--- src/rtl/core/two_joint_servo_ramp_macros.svh ---
// assertion macros for the two joint servo ramp
// used by the rtl files that carry concurrent assertions, expects clk and rst in scope
`ifndef TWO_JOINT_SERVO_RAMP_MACROS_SVH
`define TWO_JOINT_SERVO_RAMP_MACROS_SVH
`ifndef SYNTH
`define TJSR_ASSERT_IMP(lbl, pre, post) \
  lbl: assert property (@(posedge clk) disable iff (rst) (pre) |-> (post)) \
    else $error("tjsr assertion failed");
`define TJSR_ASSERT_NEXT(lbl, pre, post) \
  lbl: assert property (@(posedge clk) disable iff (rst) (pre) |=> (post)) \
    else $error("tjsr assertion failed");
`else
`define TJSR_ASSERT_IMP(lbl, pre, post)
`define TJSR_ASSERT_NEXT(lbl, pre, post)
`endif
`endif

--- src/rtl/core/tjsr_pkg.sv ---
// shared types, constants and clamp functions of the two joint servo ramp
// no dependencies
package tjsr_pkg;

  localparam int ANGLE_W    = 8;
  localparam int TGT_W      = 10;
  localparam int DUR_W      = 24;
  localparam int PULSE_W    = 9;
  localparam int CFG_IDX_W  = 3;
  localparam int CFG_DATA_W = 24;

  // operation codes
  localparam logic OP_TICK = 1'b0;
  localparam logic OP_MOVE = 1'b1;

  // register indexes
  localparam logic [CFG_IDX_W-1:0] REG_FIRST_MIN  = 3'd0;
  localparam logic [CFG_IDX_W-1:0] REG_FIRST_MAX  = 3'd1;
  localparam logic [CFG_IDX_W-1:0] REG_SECOND_MIN = 3'd2;
  localparam logic [CFG_IDX_W-1:0] REG_SECOND_MAX = 3'd3;
  localparam logic [CFG_IDX_W-1:0] REG_MIN_STEP   = 3'd4;
  localparam logic [CFG_IDX_W-1:0] REG_PULSE_BASE = 3'd5;

  // reset values
  localparam logic [ANGLE_W-1:0] RST_FIRST_MIN  = 8'd10;
  localparam logic [ANGLE_W-1:0] RST_FIRST_MAX  = 8'd155;
  localparam logic [ANGLE_W-1:0] RST_SECOND_MIN = 8'd10;
  localparam logic [ANGLE_W-1:0] RST_SECOND_MAX = 8'd180;
  localparam logic [DUR_W-1:0]   RST_MIN_STEP   = 24'd5000;
  localparam logic [ANGLE_W-1:0] RST_PULSE_BASE = 8'd55;
  localparam logic [ANGLE_W-1:0] FIRST_REST     = 8'd100;
  localparam logic [ANGLE_W-1:0] SECOND_REST    = 8'd105;

  typedef enum logic [2:0] {
    ST_IDLE,
    ST_DIST,
    ST_DIV,
    ST_INTERVAL,
    ST_STEP
  } state_t;

  typedef struct packed {
    logic capture_move;
    logic count_dec;
    logic halt;
    logic div_load;
    logic div_step;
    logic load_interval;
    logic do_step;
  } dp_cmd_t;

  typedef struct packed {
    logic moving;
    logic count_gt1;
    logic dist_zero;
    logic div_last;
    logic out_busy;
  } dp_status_t;

  function automatic logic [ANGLE_W-1:0] clamp_target(
    input logic signed [TGT_W-1:0] v,
    input logic [ANGLE_W-1:0]      lo,
    input logic [ANGLE_W-1:0]      hi
  );
    logic signed [TGT_W:0] vx;
    logic signed [TGT_W:0] lo_s;
    logic signed [TGT_W:0] hi_s;
    vx   = (TGT_W+1)'(v);
    lo_s = $signed({{(TGT_W+1-ANGLE_W){1'b0}}, lo});
    hi_s = $signed({{(TGT_W+1-ANGLE_W){1'b0}}, hi});
    if (vx < lo_s) vx = lo_s;
    if (vx > hi_s) vx = hi_s;
    return vx[ANGLE_W-1:0];
  endfunction

  function automatic logic [ANGLE_W-1:0] clamp_angle(
    input logic [ANGLE_W-1:0] v,
    input logic [ANGLE_W-1:0] lo,
    input logic [ANGLE_W-1:0] hi
  );
    logic [ANGLE_W-1:0] r;
    r = v;
    if (r < lo) r = lo;
    if (r > hi) r = hi;
    return r;
  endfunction

endpackage

--- src/rtl/core/tjsr_ctrl.sv ---
// controller state machine of the two joint servo ramp
// depends on tjsr_pkg, drives the datapath through command and status structs
module tjsr_ctrl (
  input  logic                 clk,
  input  logic                 rst,
  input  logic                 in_valid,
  output logic                 in_ready,
  input  logic                 operation,
  input  tjsr_pkg::dp_status_t status,
  output tjsr_pkg::dp_cmd_t    cmd
);
  import tjsr_pkg::*;

  state_t state;
  state_t state_next;

  always_ff @(posedge clk) begin
    if (rst) begin
      state <= ST_IDLE;
    end else begin
      state <= state_next;
    end
  end

  always_comb begin
    state_next = state;
    unique case (state)
      ST_IDLE: begin
        if (in_valid) begin
          if (operation == OP_MOVE) begin
            state_next = ST_DIST;
          end else if (status.moving && !status.count_gt1) begin
            state_next = ST_STEP;
          end
        end
      end
      ST_DIST: begin
        state_next = status.dist_zero ? ST_IDLE : ST_DIV;
      end
      ST_DIV: begin
        if (status.div_last) state_next = ST_INTERVAL;
      end
      ST_INTERVAL: begin
        state_next = ST_STEP;
      end
      ST_STEP: begin
        if (!status.out_busy) state_next = ST_IDLE;
      end
      default: begin
        state_next = ST_IDLE;
      end
    endcase
  end

  always_comb begin
    in_ready = 1'b0;
    cmd      = '0;
    unique case (state)
      ST_IDLE: begin
        in_ready = 1'b1;
        if (in_valid) begin
          cmd.capture_move = (operation == OP_MOVE);
          cmd.count_dec    = (operation == OP_TICK) && status.moving && status.count_gt1;
        end
      end
      ST_DIST: begin
        cmd.halt     = status.dist_zero;
        cmd.div_load = !status.dist_zero;
      end
      ST_DIV: begin
        cmd.div_step = 1'b1;
      end
      ST_INTERVAL: begin
        cmd.load_interval = 1'b1;
      end
      ST_STEP: begin
        cmd.do_step = !status.out_busy;
      end
      default: begin
        cmd = '0;
      end
    endcase
  end

endmodule

--- src/rtl/core/tjsr_dp.sv ---
// datapath of the two joint servo ramp: registers, clamp, serial divider, step, result buffer
// depends on tjsr_pkg and two_joint_servo_ramp_macros.svh
`include "two_joint_servo_ramp_macros.svh"
module tjsr_dp #(
  parameter int TIME_WIDTH = 24
) (
  input  logic                                clk,
  input  logic                                rst,
  input  logic                                cfg_wen,
  input  logic [tjsr_pkg::CFG_IDX_W-1:0]      cfg_index,
  input  logic [tjsr_pkg::CFG_DATA_W-1:0]     cfg_data,
  input  logic signed [tjsr_pkg::TGT_W-1:0]   target_first,
  input  logic signed [tjsr_pkg::TGT_W-1:0]   target_second,
  input  logic [tjsr_pkg::DUR_W-1:0]          duration_us,
  input  tjsr_pkg::dp_cmd_t                   cmd,
  output tjsr_pkg::dp_status_t                status,
  output logic                                out_valid,
  input  logic                                out_ready,
  output logic                                joint_index,
  output logic [tjsr_pkg::PULSE_W-1:0]        servo_pulse,
  output logic [tjsr_pkg::ANGLE_W-1:0]        angle,
  output logic                                last
);
  import tjsr_pkg::*;

  localparam int EXT_W = (TIME_WIDTH > DUR_W) ? TIME_WIDTH : DUR_W;
  localparam int CNT_W = $clog2(DUR_W + 1);
  localparam logic [CNT_W-1:0] DIV_STEPS = CNT_W'(DUR_W);

  // configuration registers
  logic [ANGLE_W-1:0] first_min;
  logic [ANGLE_W-1:0] first_max;
  logic [ANGLE_W-1:0] second_min;
  logic [ANGLE_W-1:0] second_max;
  logic [DUR_W-1:0]   min_step;
  logic [ANGLE_W-1:0] pulse_base;

  // ramp state
  logic [ANGLE_W-1:0]    first_angle;
  logic [ANGLE_W-1:0]    second_angle;
  logic [ANGLE_W-1:0]    first_goal;
  logic [ANGLE_W-1:0]    second_goal;
  logic [TIME_WIDTH-1:0] step_interval;
  logic [TIME_WIDTH-1:0] countdown;
  logic                  moving;

  // divider
  logic [DUR_W-1:0]   duration;
  logic [DUR_W-1:0]   quo;
  logic [ANGLE_W-1:0] rem;
  logic [ANGLE_W-1:0] divisor;
  logic [CNT_W-1:0]   div_cnt;

  // result buffer, entry 0 is the head
  logic [1:0]         res_valid;
  logic [1:0]         res_joint;
  logic [PULSE_W-1:0] res_pulse [2];
  logic [ANGLE_W-1:0] res_angle [2];
  logic [1:0]         res_last;

  always_ff @(posedge clk) begin
    if (rst) begin
      first_min  <= RST_FIRST_MIN;
      first_max  <= RST_FIRST_MAX;
      second_min <= RST_SECOND_MIN;
      second_max <= RST_SECOND_MAX;
      min_step   <= RST_MIN_STEP;
      pulse_base <= RST_PULSE_BASE;
    end else if (cfg_wen) begin
      unique case (cfg_index)
        REG_FIRST_MIN:  first_min  <= cfg_data[ANGLE_W-1:0];
        REG_FIRST_MAX:  first_max  <= cfg_data[ANGLE_W-1:0];
        REG_SECOND_MIN: second_min <= cfg_data[ANGLE_W-1:0];
        REG_SECOND_MAX: second_max <= cfg_data[ANGLE_W-1:0];
        REG_MIN_STEP:   min_step   <= cfg_data[DUR_W-1:0];
        REG_PULSE_BASE: pulse_base <= cfg_data[ANGLE_W-1:0];
        default: ;
      endcase
    end
  end

  // joint distance of the new goals
  logic [ANGLE_W-1:0] dist_first;
  logic [ANGLE_W-1:0] dist_second;
  logic [ANGLE_W-1:0] max_dist;

  always_comb begin
    dist_first  = (first_goal >= first_angle) ? first_goal - first_angle
                                              : first_angle - first_goal;
    dist_second = (second_goal >= second_angle) ? second_goal - second_angle
                                                : second_angle - second_goal;
    max_dist    = (dist_first > dist_second) ? dist_first : dist_second;
  end

  // one restoring division step
  logic [ANGLE_W:0]   shifted;
  logic               q_bit;
  logic [ANGLE_W:0]   diff;

  always_comb begin
    shifted = {rem, quo[DUR_W-1]};
    diff    = shifted - {1'b0, divisor};
    q_bit   = (shifted >= {1'b0, divisor});
  end

  logic [DUR_W-1:0] interval_raw;
  logic [EXT_W-1:0] interval_ext;

  always_comb begin
    interval_raw = (quo < min_step) ? min_step : quo;
    interval_ext = EXT_W'(interval_raw);
  end

  // one ramp step for both joints
  logic               first_moves;
  logic               second_moves;
  logic [ANGLE_W-1:0] first_next;
  logic [ANGLE_W-1:0] second_next;
  logic [PULSE_W-1:0] first_pulse;
  logic [PULSE_W-1:0] second_pulse;

  always_comb begin
    first_moves  = (first_angle != first_goal);
    second_moves = (second_angle != second_goal);
    first_next   = clamp_angle((first_goal > first_angle) ? first_angle + 1'b1
                                                          : first_angle - 1'b1,
                               first_min, first_max);
    second_next  = clamp_angle((second_goal > second_angle) ? second_angle + 1'b1
                                                            : second_angle - 1'b1,
                               second_min, second_max);
    first_pulse  = {1'b0, pulse_base} + {1'b0, first_next};
    second_pulse = {1'b0, pulse_base} + {1'b0, second_next};
  end

  always_ff @(posedge clk) begin
    if (rst) begin
      first_angle   <= FIRST_REST;
      second_angle  <= SECOND_REST;
      first_goal    <= FIRST_REST;
      second_goal   <= SECOND_REST;
      step_interval <= '0;
      countdown     <= '0;
      moving        <= 1'b0;
    end else begin
      if (cmd.capture_move) begin
        first_goal  <= clamp_target(target_first, first_min, first_max);
        second_goal <= clamp_target(target_second, second_min, second_max);
      end
      if (cmd.count_dec) begin
        countdown <= countdown - 1'b1;
      end
      if (cmd.halt) begin
        moving    <= 1'b0;
        countdown <= '0;
      end
      if (cmd.load_interval) begin
        step_interval <= interval_ext[TIME_WIDTH-1:0];
      end
      if (cmd.do_step) begin
        if (first_moves) first_angle <= first_next;
        if (second_moves) second_angle <= second_next;
        moving    <= (first_moves  && (first_next  != first_goal)) ||
                     (second_moves && (second_next != second_goal));
        countdown <= step_interval;
      end
    end
  end

  always_ff @(posedge clk) begin
    if (rst) begin
      div_cnt <= '0;
    end else if (cmd.div_load) begin
      div_cnt <= DIV_STEPS;
    end else if (cmd.div_step) begin
      div_cnt <= div_cnt - 1'b1;
    end
  end

  always_ff @(posedge clk) begin
    if (cmd.capture_move) begin
      duration <= duration_us;
    end
    if (cmd.div_load) begin
      quo     <= duration;
      rem     <= '0;
      divisor <= max_dist;
    end else if (cmd.div_step) begin
      quo <= {quo[DUR_W-2:0], q_bit};
      rem <= q_bit ? diff[ANGLE_W-1:0] : shifted[ANGLE_W-1:0];
    end
  end

  // result buffer: loaded only when empty, drained one result per handshake
  always_ff @(posedge clk) begin
    if (rst) begin
      res_valid <= '0;
    end else if (cmd.do_step) begin
      res_valid <= {first_moves && second_moves, first_moves || second_moves};
    end else if (out_valid && out_ready) begin
      res_valid <= {1'b0, res_valid[1]};
    end
  end

  always_ff @(posedge clk) begin
    if (cmd.do_step) begin
      res_joint[0]    <= !first_moves;
      res_pulse[0]    <= first_moves ? first_pulse : second_pulse;
      res_angle[0]    <= first_moves ? first_next : second_next;
      res_last[0]     <= !(first_moves && second_moves);
      res_joint[1]    <= 1'b1;
      res_pulse[1]    <= second_pulse;
      res_angle[1]    <= second_next;
      res_last[1]     <= 1'b1;
    end else if (out_valid && out_ready) begin
      res_joint[0] <= res_joint[1];
      res_pulse[0] <= res_pulse[1];
      res_angle[0] <= res_angle[1];
      res_last[0]  <= res_last[1];
    end
  end

  assign out_valid   = res_valid[0];
  assign joint_index = res_joint[0];
  assign servo_pulse = res_pulse[0];
  assign angle       = res_angle[0];
  assign last        = res_last[0];

  assign status.moving    = moving;
  assign status.count_gt1 = (countdown > TIME_WIDTH'(1));
  assign status.dist_zero = (max_dist == '0);
  assign status.div_last  = (div_cnt == CNT_W'(1));
  assign status.out_busy  = res_valid[0];

  `TJSR_ASSERT_IMP(a_buf_order, res_valid[1], res_valid[0])
  `TJSR_ASSERT_IMP(a_head_last, res_valid[0] && !res_valid[1], res_last[0])
  `TJSR_ASSERT_IMP(a_step_empty, cmd.do_step, !res_valid[0] && (first_moves || second_moves))
  `TJSR_ASSERT_IMP(a_div_rem, cmd.div_step, rem < divisor)

endmodule

--- src/rtl/core/two_joint_servo_ramp.sv ---
// top level of the two joint servo ramp
// depends on tjsr_pkg, tjsr_ctrl and tjsr_dp
//
// Ramps two servo joints one degree per step toward clamped goal angles. A
// tick transaction counts the interval down while the ramp moves, and steps
// when it ends an interval. A move transaction is accepted and clamped, then
// the larger joint distance is found (a zero distance halts the ramp), then
// the bit-serial divider forms duration / distance, one quotient bit a
// cycle, then the interval is floored and the joints step. A step waits
// until the one or two results of the previous step have left the
// two-entry result buffer; results leave in joint order, first joint first,
// with last set on the final one of the transaction.
module two_joint_servo_ramp #(
  parameter int TIME_WIDTH = 24
) (
  input  logic                              clk,
  input  logic                              rst,
  // configuration
  input  logic                              cfg_wen,
  input  logic [tjsr_pkg::CFG_IDX_W-1:0]    cfg_index,
  input  logic [tjsr_pkg::CFG_DATA_W-1:0]   cfg_data,
  // input channel
  input  logic                              in_valid,
  output logic                              in_ready,
  input  logic                              operation,
  input  logic signed [tjsr_pkg::TGT_W-1:0] target_first,
  input  logic signed [tjsr_pkg::TGT_W-1:0] target_second,
  input  logic [tjsr_pkg::DUR_W-1:0]        duration_us,
  // output channel
  output logic                              out_valid,
  input  logic                              out_ready,
  output logic                              joint_index,
  output logic [tjsr_pkg::PULSE_W-1:0]      servo_pulse,
  output logic [tjsr_pkg::ANGLE_W-1:0]      angle,
  output logic                              last
);
  import tjsr_pkg::*;

  // command and status between the sequencer and the datapath
  dp_cmd_t    cmd;
  dp_status_t status;

  // sequencer: accepts a transaction only when idle
  tjsr_ctrl u_ctrl (
    .clk       (clk),
    .rst       (rst),
    .in_valid  (in_valid),
    .in_ready  (in_ready),
    .operation (operation),
    .status    (status),
    .cmd       (cmd)
  );

  // datapath: registers, clamp, divider, step logic and result buffer
  tjsr_dp #(
    .TIME_WIDTH (TIME_WIDTH)
  ) u_dp (
    .clk           (clk),
    .rst           (rst),
    .cfg_wen       (cfg_wen),
    .cfg_index     (cfg_index),
    .cfg_data      (cfg_data),
    .target_first  (target_first),
    .target_second (target_second),
    .duration_us   (duration_us),
    .cmd           (cmd),
    .status        (status),
    .out_valid     (out_valid),
    .out_ready     (out_ready),
    .joint_index   (joint_index),
    .servo_pulse   (servo_pulse),
    .angle         (angle),
    .last          (last)
  );

endmodule
--- config.mk ---
export PLATFORM = sky130hd
export DESIGN_NAME = two_joint_servo_ramp
export DESIGN_NICKNAME = d
export VERILOG_FILES = /design/src/rtl/core/tjsr_pkg.sv /design/src/rtl/core/tjsr_ctrl.sv /design/src/rtl/core/tjsr_dp.sv /design/src/rtl/core/two_joint_servo_ramp.sv
export VERILOG_INCLUDE_DIRS = /design/src /design/src/rtl/core
export SDC_FILE = /design/constraint.sdc
export NUM_CORES = 1
export LEC_CHECK = 0
export BUFFER_PORTS_ARGS = -buffer_cell sky130_fd_sc_hd__buf_2
export CAP_MARGIN = 40
export CORE_MARGIN = 4
export CORE_UTILIZATION = 55
export CTS_BUF_LIST = sky130_fd_sc_hd__clkbuf_4
export CTS_CLUSTER_DIAMETER = 200
export DETAILED_ROUTE_END_ITERATION = 8
export GPL_TIMING_DRIVEN = 0
export PLACE_DENSITY = 0.73
export SLEW_MARGIN = 20
export SYNTH_ARGS = -nofsm -noshare
export SYNTH_HDL_FRONTEND = slang
export SYNTH_SLANG_ARGS = --single-unit
--- constraint.sdc ---
create_clock -name clk -period 15.1 [get_ports clk]
set_input_delay 2.265 -clock clk [delete_from_list [all_inputs] [get_ports clk]]
set_output_delay 2.265 -clock clk [all_outputs]
set_load 0.01 [all_outputs]
Yosys cells after proc, flatten, opt, wreduce, memory -nomap -nowiden
Memories as Yosys holds them, arrays and structs flattened. Cells that the tools add are included.

Equal/unequal tests: 18. Bitwise gates (word level): 3. Muxes and demuxes: 56. Add/sub/neg operators: 13. Magnitude comparators: 16. Shifts and indexed selects: 0. $mul: 0. Divide/modulo/power cells: 0. Reduce and logical (&&, ||, !) cells: 31.

Operators by type and width (count): 2-to-1 mux 24 bit (6); 2-to-1 mux 8 bit (14); 2-to-1 mux 11 bit (6); greater-than comparator 8 bit (5); subtractor 8 bit (5); != test 8 bit (4); greater-than comparator 24 x 1 -> 1 bit, second input constant (1); less-than comparator 24 bit (1); subtractor 24 x 1 -> 24 bit, second input constant (1); greater-than comparator 11 x 9 -> 1 bit (2); less-than comparator 10 x 9 -> 1 bit (2); adder 8 x 8 -> 9 bit (2); 2-to-1 mux 9 bit (2); adder 8 x 1 -> 8 bit, second input constant (2); >= comparator 8 bit (2); less-than comparator 8 bit (2); AND reduction 2 bit (8); subtractor 8 x 1 -> 8 bit, second input constant (2); 2-to-1 mux 3 bit (5); case mux 3 bit (5 select lines) (1); 2-to-1 mux 1 bit (14); == test 3 x 2 -> 1 bit, second input constant (4); 2-to-1 mux 2 bit (6); 2-to-1 mux 5 bit (2); 18 further kinds (38).

Memories: 2. Latch bits: 0. Bits in registers: 221. Memory bits (writable): 34. Bits in read-only memories: 0. Output and inout bits: 21. Logic and storage cells: 162. Bits of input ports: 77.

Memories: u_dp.res_pulse (depth 2, width 9, rd ports 2, clocked after Yosys merged registers in 0, write ports 2, line tjsr_dp.sv:57) `logic [PULSE_W-1:0] res_pulse [2];`; u_dp.res_angle (depth 2, width 8, rd ports 2, clocked after Yosys merged registers in 0, write ports 2, line tjsr_dp.sv:58) `logic [ANGLE_W-1:0] res_angle [2];`.

Logic depth before layout (Yosys ltp)
Depth in word-level cells: 10. Gate-level depth with buffers: 44. Gate-level depth less buffers: 41.

Modules after synthesis
A second synthesis with hierarchy kept.

Cells, all modules: 1801. Area total of the unflattened synthesis: 16353.2 sq um.

Modules (own cells, without submodules): tjsr_dp (area an instance 16113.0 sq um, sequential area each 5965.7 sq um, times used 1, cells each 1771); tjsr_ctrl (area an instance 240.2 sq um, sequential area each 60.1 sq um, times used 1, cells each 30).

Least setup slack after synthesis
OpenSTA, ideal clock, no wires.

Path kind: register to register. Start point: reg u_dp.first_goal[0]. End point: mem u_dp.res_pulse[0][8] (data pin). Clock period less this slack: 8.442 ns. Path buffers: 2. Setup slack: 6.658 ns. Library setup time: 0.260 ns. Cell stages (with the launch flop): 38. Required time: 14.840 ns. Arrival time: 8.182 ns. Cells stage by stage: dfxtp_1 inv_1 ha_1 inv_1 fa_1 nand3_1 and2_1 nor2_1 o21ai_0 ha_1 a211oi_1 o21ai_0 a21o_1 a21oi_1 xnor3_1 ha_1 nand2_1 o41ai_2 [2 not listed] a21oi_1 ha_1 nor2b_1 o211ai_1 a21oi_1 o31ai_1 clkbuf_1 mux2i_1 ha_1 fa_1 a21o_1 a21o_1 a21o_1 a21oi_1 o21bai_1 a21oi_1 o21ai_0 mux2_2.

RTL lines: from (decl) (line tjsr_dp.sv:41) `logic [ANGLE_W-1:0] first_goal;`; from (signal assigned) (line tjsr_dp.sv:146) `first_goal <= clamp_target(target_first, first_min, first_max);`; to (decl) (line tjsr_dp.sv:57).

==> flow_metrics.py <==
metrics = {
    "clock_tree": {
        "clock-root-buffer": "clkbuf_4",
        "cts_tree": "done",
        "cts_htree_levels": 3,
        "post_cts_resized": 0,
        "clk_path_buf_depth": 3,
        "cts_hold_buf": 0,
        "clk_latency_ns": 0.70,
        "clkTransAtPathRegs_ns": 0.06,
        "cts_buffers": 70,
        "clock-sinks": 255,
        "postCtsSetupBuffers": 0,
    },
    "synthesis": {
        "async_flop_share_pct": 0,
        "netlist-cell-type-count": 77,
        "yosys-top-cells-area": "dfxtp_1 20%, edfxtp_1 17%, ha_1 13%",
        "synth_top_area_share_pct": 19.9,
        "syn_inst": 1830,
        "synth_edf_count": 92,
        "syn-cell-area_um2": 16400,
        "synth_seq_area_share_pct": 36.8,
        "ys.flop_type": "dfxtp_1",
        "ys_warn_count": 0,
        "synth.avg_cell_area_um2": 8.94,
        "yosys.area.top_type": "dfxtp_1",
        "synth-seq-cells": 255,
        "syn_nets": 2083,
    },
    "sta": {
        "slew_headroom_pct": 38.9,
        "maxSlewViolCount": 0,
        "tightest_slew_ns": 0.917,
        "rsz0062_at_grt": "no",
        "finClkSkew_ns": 0.0412,
        "final_hold_viol_count": 0,
        "fin_tns_setup_ns": 0,
        "setup_viol": 0,
        "fin_crit_sh_pct": 66.3,
        "max_clock_freq_mhz": 100,
        "hold_ws_ns": 0.461,
        "finalCriticalPeriod_ns": 10.00,
    },
    "global_route": {
        "grt_pass1_wl_um": 73200,
        "overflow": 0,
        "grt_pass1_vias": 13904,
        "grt_use_total_pct": 27.7,
        "antenna_found_initial": 3,
        "grt_max_degree": 34,
    },
    "final_layout": {
        "stdcell_count": 2440,
        "design_area_um2": 18300,
        "layout_commonest_cell": "nand2_1",
        "drive_gt1_share_pct": 15.5,
        "nets": 2258,
        "final_cell_mix": "225 x nand2_1, 178 x a21oi_1, 167 x ha_1, 163 x dfxtp_1, 135 x inv_1",
        "area_growth_pct": 12.0,
    },
    "drt": {
        "drc": 0,
        "drt-total-wl_um": 46600,
        "viasPerCell": 5.94,
        "first_pass_iters": 6,
        "routedWlPerCell_um": 19.1,
        "vias": 14490,
        "ant_nets": 0,
        "drt_iter0_drc": 1317,
    },
    "die": {
        "coreArea_um2": 29000,
        "fp.dieW_um": 180,
        "die_area_um2": 32600,
        "ioPinCount": 98,
        "initial_core_util_pct": 56.4,
        "die_h_um": 180,
        "rows": 62,
    },
    "worst_setup_path": {
        "cp.required_ns": 15.55,
        "crit_end": "u_dp.res_pulse[0][8]",
        "critPathMaxFanout": 10,
        "arrival_ns": 10.45,
        "startpoint_type": "flop",
        "critPathTopFamily": "compound AO/OA/AOI/OAI gates",
        "critPathSlowestCell": "a21oi_1",
        "startpoint": "u_dp.second_goal[5]",
        "path_class": "reg2reg",
        "reg2reg_to": "u_dp.res_pulse[0][8]",
        "path_depth": 40,
        "timing.rr.start": "u_dp.second_goal[5]",
        "reg2reg_setup_slack_ns": 5.10,
        "reg2reg_depth": 40,
        "max_stage_delay_ns": 0.60,
        "cp_num_buf_inv": 8,
        "cp-end-kind": "flop",
    },
    "place": {
        "dp_hpwl_um": 35500,
        "gp_congestion": 0.953,
        "placed_cells": 2315,
        "place_area_um2": 17400,
        "port_buffers": 97,
    },
    "flow_run": {
        "drv_cap": 0,
    },
    "worst_hold_path": {
        "hold_path.class": "reg2reg",
        "hold-path-cell-count": 2,
    },
    "status": {
        "status": "finished clean",
    },
}
==> synthesized netlist by cell type (9+ instances only) <==
cell type  instances
nor3_1            16
a31oi_1           15
nand2_1          225
xor2_1            28
nor2b_1           15
nor2_1           120
a21oi_1          178
a211oi_1          16
dfxtp_1          163
clkbuf_1          60
nor4_1             9
buf_2             17
ha_1             167
a32oi_1           12
edfxtp_1          92
o21a_1            13
inv_1            135
mux2_2            53
a21o_1            44
nand3_1           37
nand4_1           24
fa_1               9
xnor2_1           41
mux2i_1           63
nand2b_1          14
o211ai_1          44
o21ai_0           97
==> worst min path at each step <==
stage                                startpoint                end  slack, ns
after floorplan           u_dp.step_interval[0]  u_dp.countdown[0]       0.43
after global placement              u_dp.rem[7]        u_dp.rem[7]       0.45
after detailed placement            u_dp.rem[7]        u_dp.rem[7]       0.45
after CTS                 u_dp.step_interval[1]  u_dp.countdown[1]       0.46
after global routing      u_dp.step_interval[0]  u_dp.countdown[0]       0.48
final                               u_dp.rem[7]        u_dp.rem[7]       0.46
==> flip-flops by register name, indices dropped and copies added, names as in the netlist, 2 cells and up <==
name	cells
u_dp.first_min	8
u_dp.quo	24
u_dp.first_max	8
u_dp.second_goal	8
u_dp.second_max	8
u_dp.second_angle	8
u_dp.min_step	24
u_dp.res_valid	2
u_dp.res_angle	16
u_dp.countdown	24
u_dp.divisor	8
u_dp.first_goal	8
u_dp.first_angle	8
u_dp.res_pulse	18
u_dp.step_interval	24
u_dp.div_cnt	5
u_ctrl.state	3
u_dp.second_min	8
u_dp.duration	24
u_dp.pulse_base	8
u_dp.rem	8
==> area by class of cell <==
type | count | area (µm²)
Multi-Input combinational cell | 1355 | 9480
Clock inverter | 12 | 108
Clock buffer | 110 | 826
Antenna cell | 1 | 2.50
Timing Repair Buffer | 103 | 543
Sequential cell | 255 | 6030
Inverter | 138 | 518
Fill cell | 2511 | 10700
Buffer | 82 | 338
Tap cell | 384 | 480
==> worst reg2reg max path: cells and delay by family, from the launching register on <==
kind | cells | cell delay [ns]
DFF | 1 | 0.54
AOI/OAI and AO/OA | 16 | 3.38
and+or+nand+nor | 8 | 0.74
xor gates and xnor gates | 1 | 0.43
muxes | 2 | 0.72
buffers and inverters | 8 | 2.19
adders and majority gates | 5 | 1.74
==> stage by stage <==
| stage | util [%] | worst slack (ns) |
|---|---|---|
| after floorplan | - | 6.66 |
| after global placement | 59.7 | 5.13 |
| after detailed placement | 59.8 | 5.34 |
| after CTS | 63.0 | 5.34 |
| after global routing | 63.2 | 4.64 |
| final | 63.2 | 5.10 |
==> per-layer routing <==
layer  track usage, %  wire (µm)  vias to the layer above
met1             39.2      21200                     6858
met2             43.1      20400                      593
li1                 -          -                     6917
met4             8.89       1360                        2
met3             5.01       3630                      120
met5                0         12                        -
==> cells by family after synthesis <==
family / after synthesis / share of synthesized area [%]
AND/OR/NAND/NOR: 509 / 14.2
flip-flops: 255 / 36.8
buffers and inverters: 220 / 5.22
AO/OA/AOI/OAI: 483 / 18.5
adder cells (fa/ha/maj): 176 / 13.9
XOR/XNOR: 71 / 3.93
multiplexers: 116 / 7.50
Power is left out: the tool's default activity adds up to more than one toggle a clock period on the data nets, which glitch-free logic cannot reach.
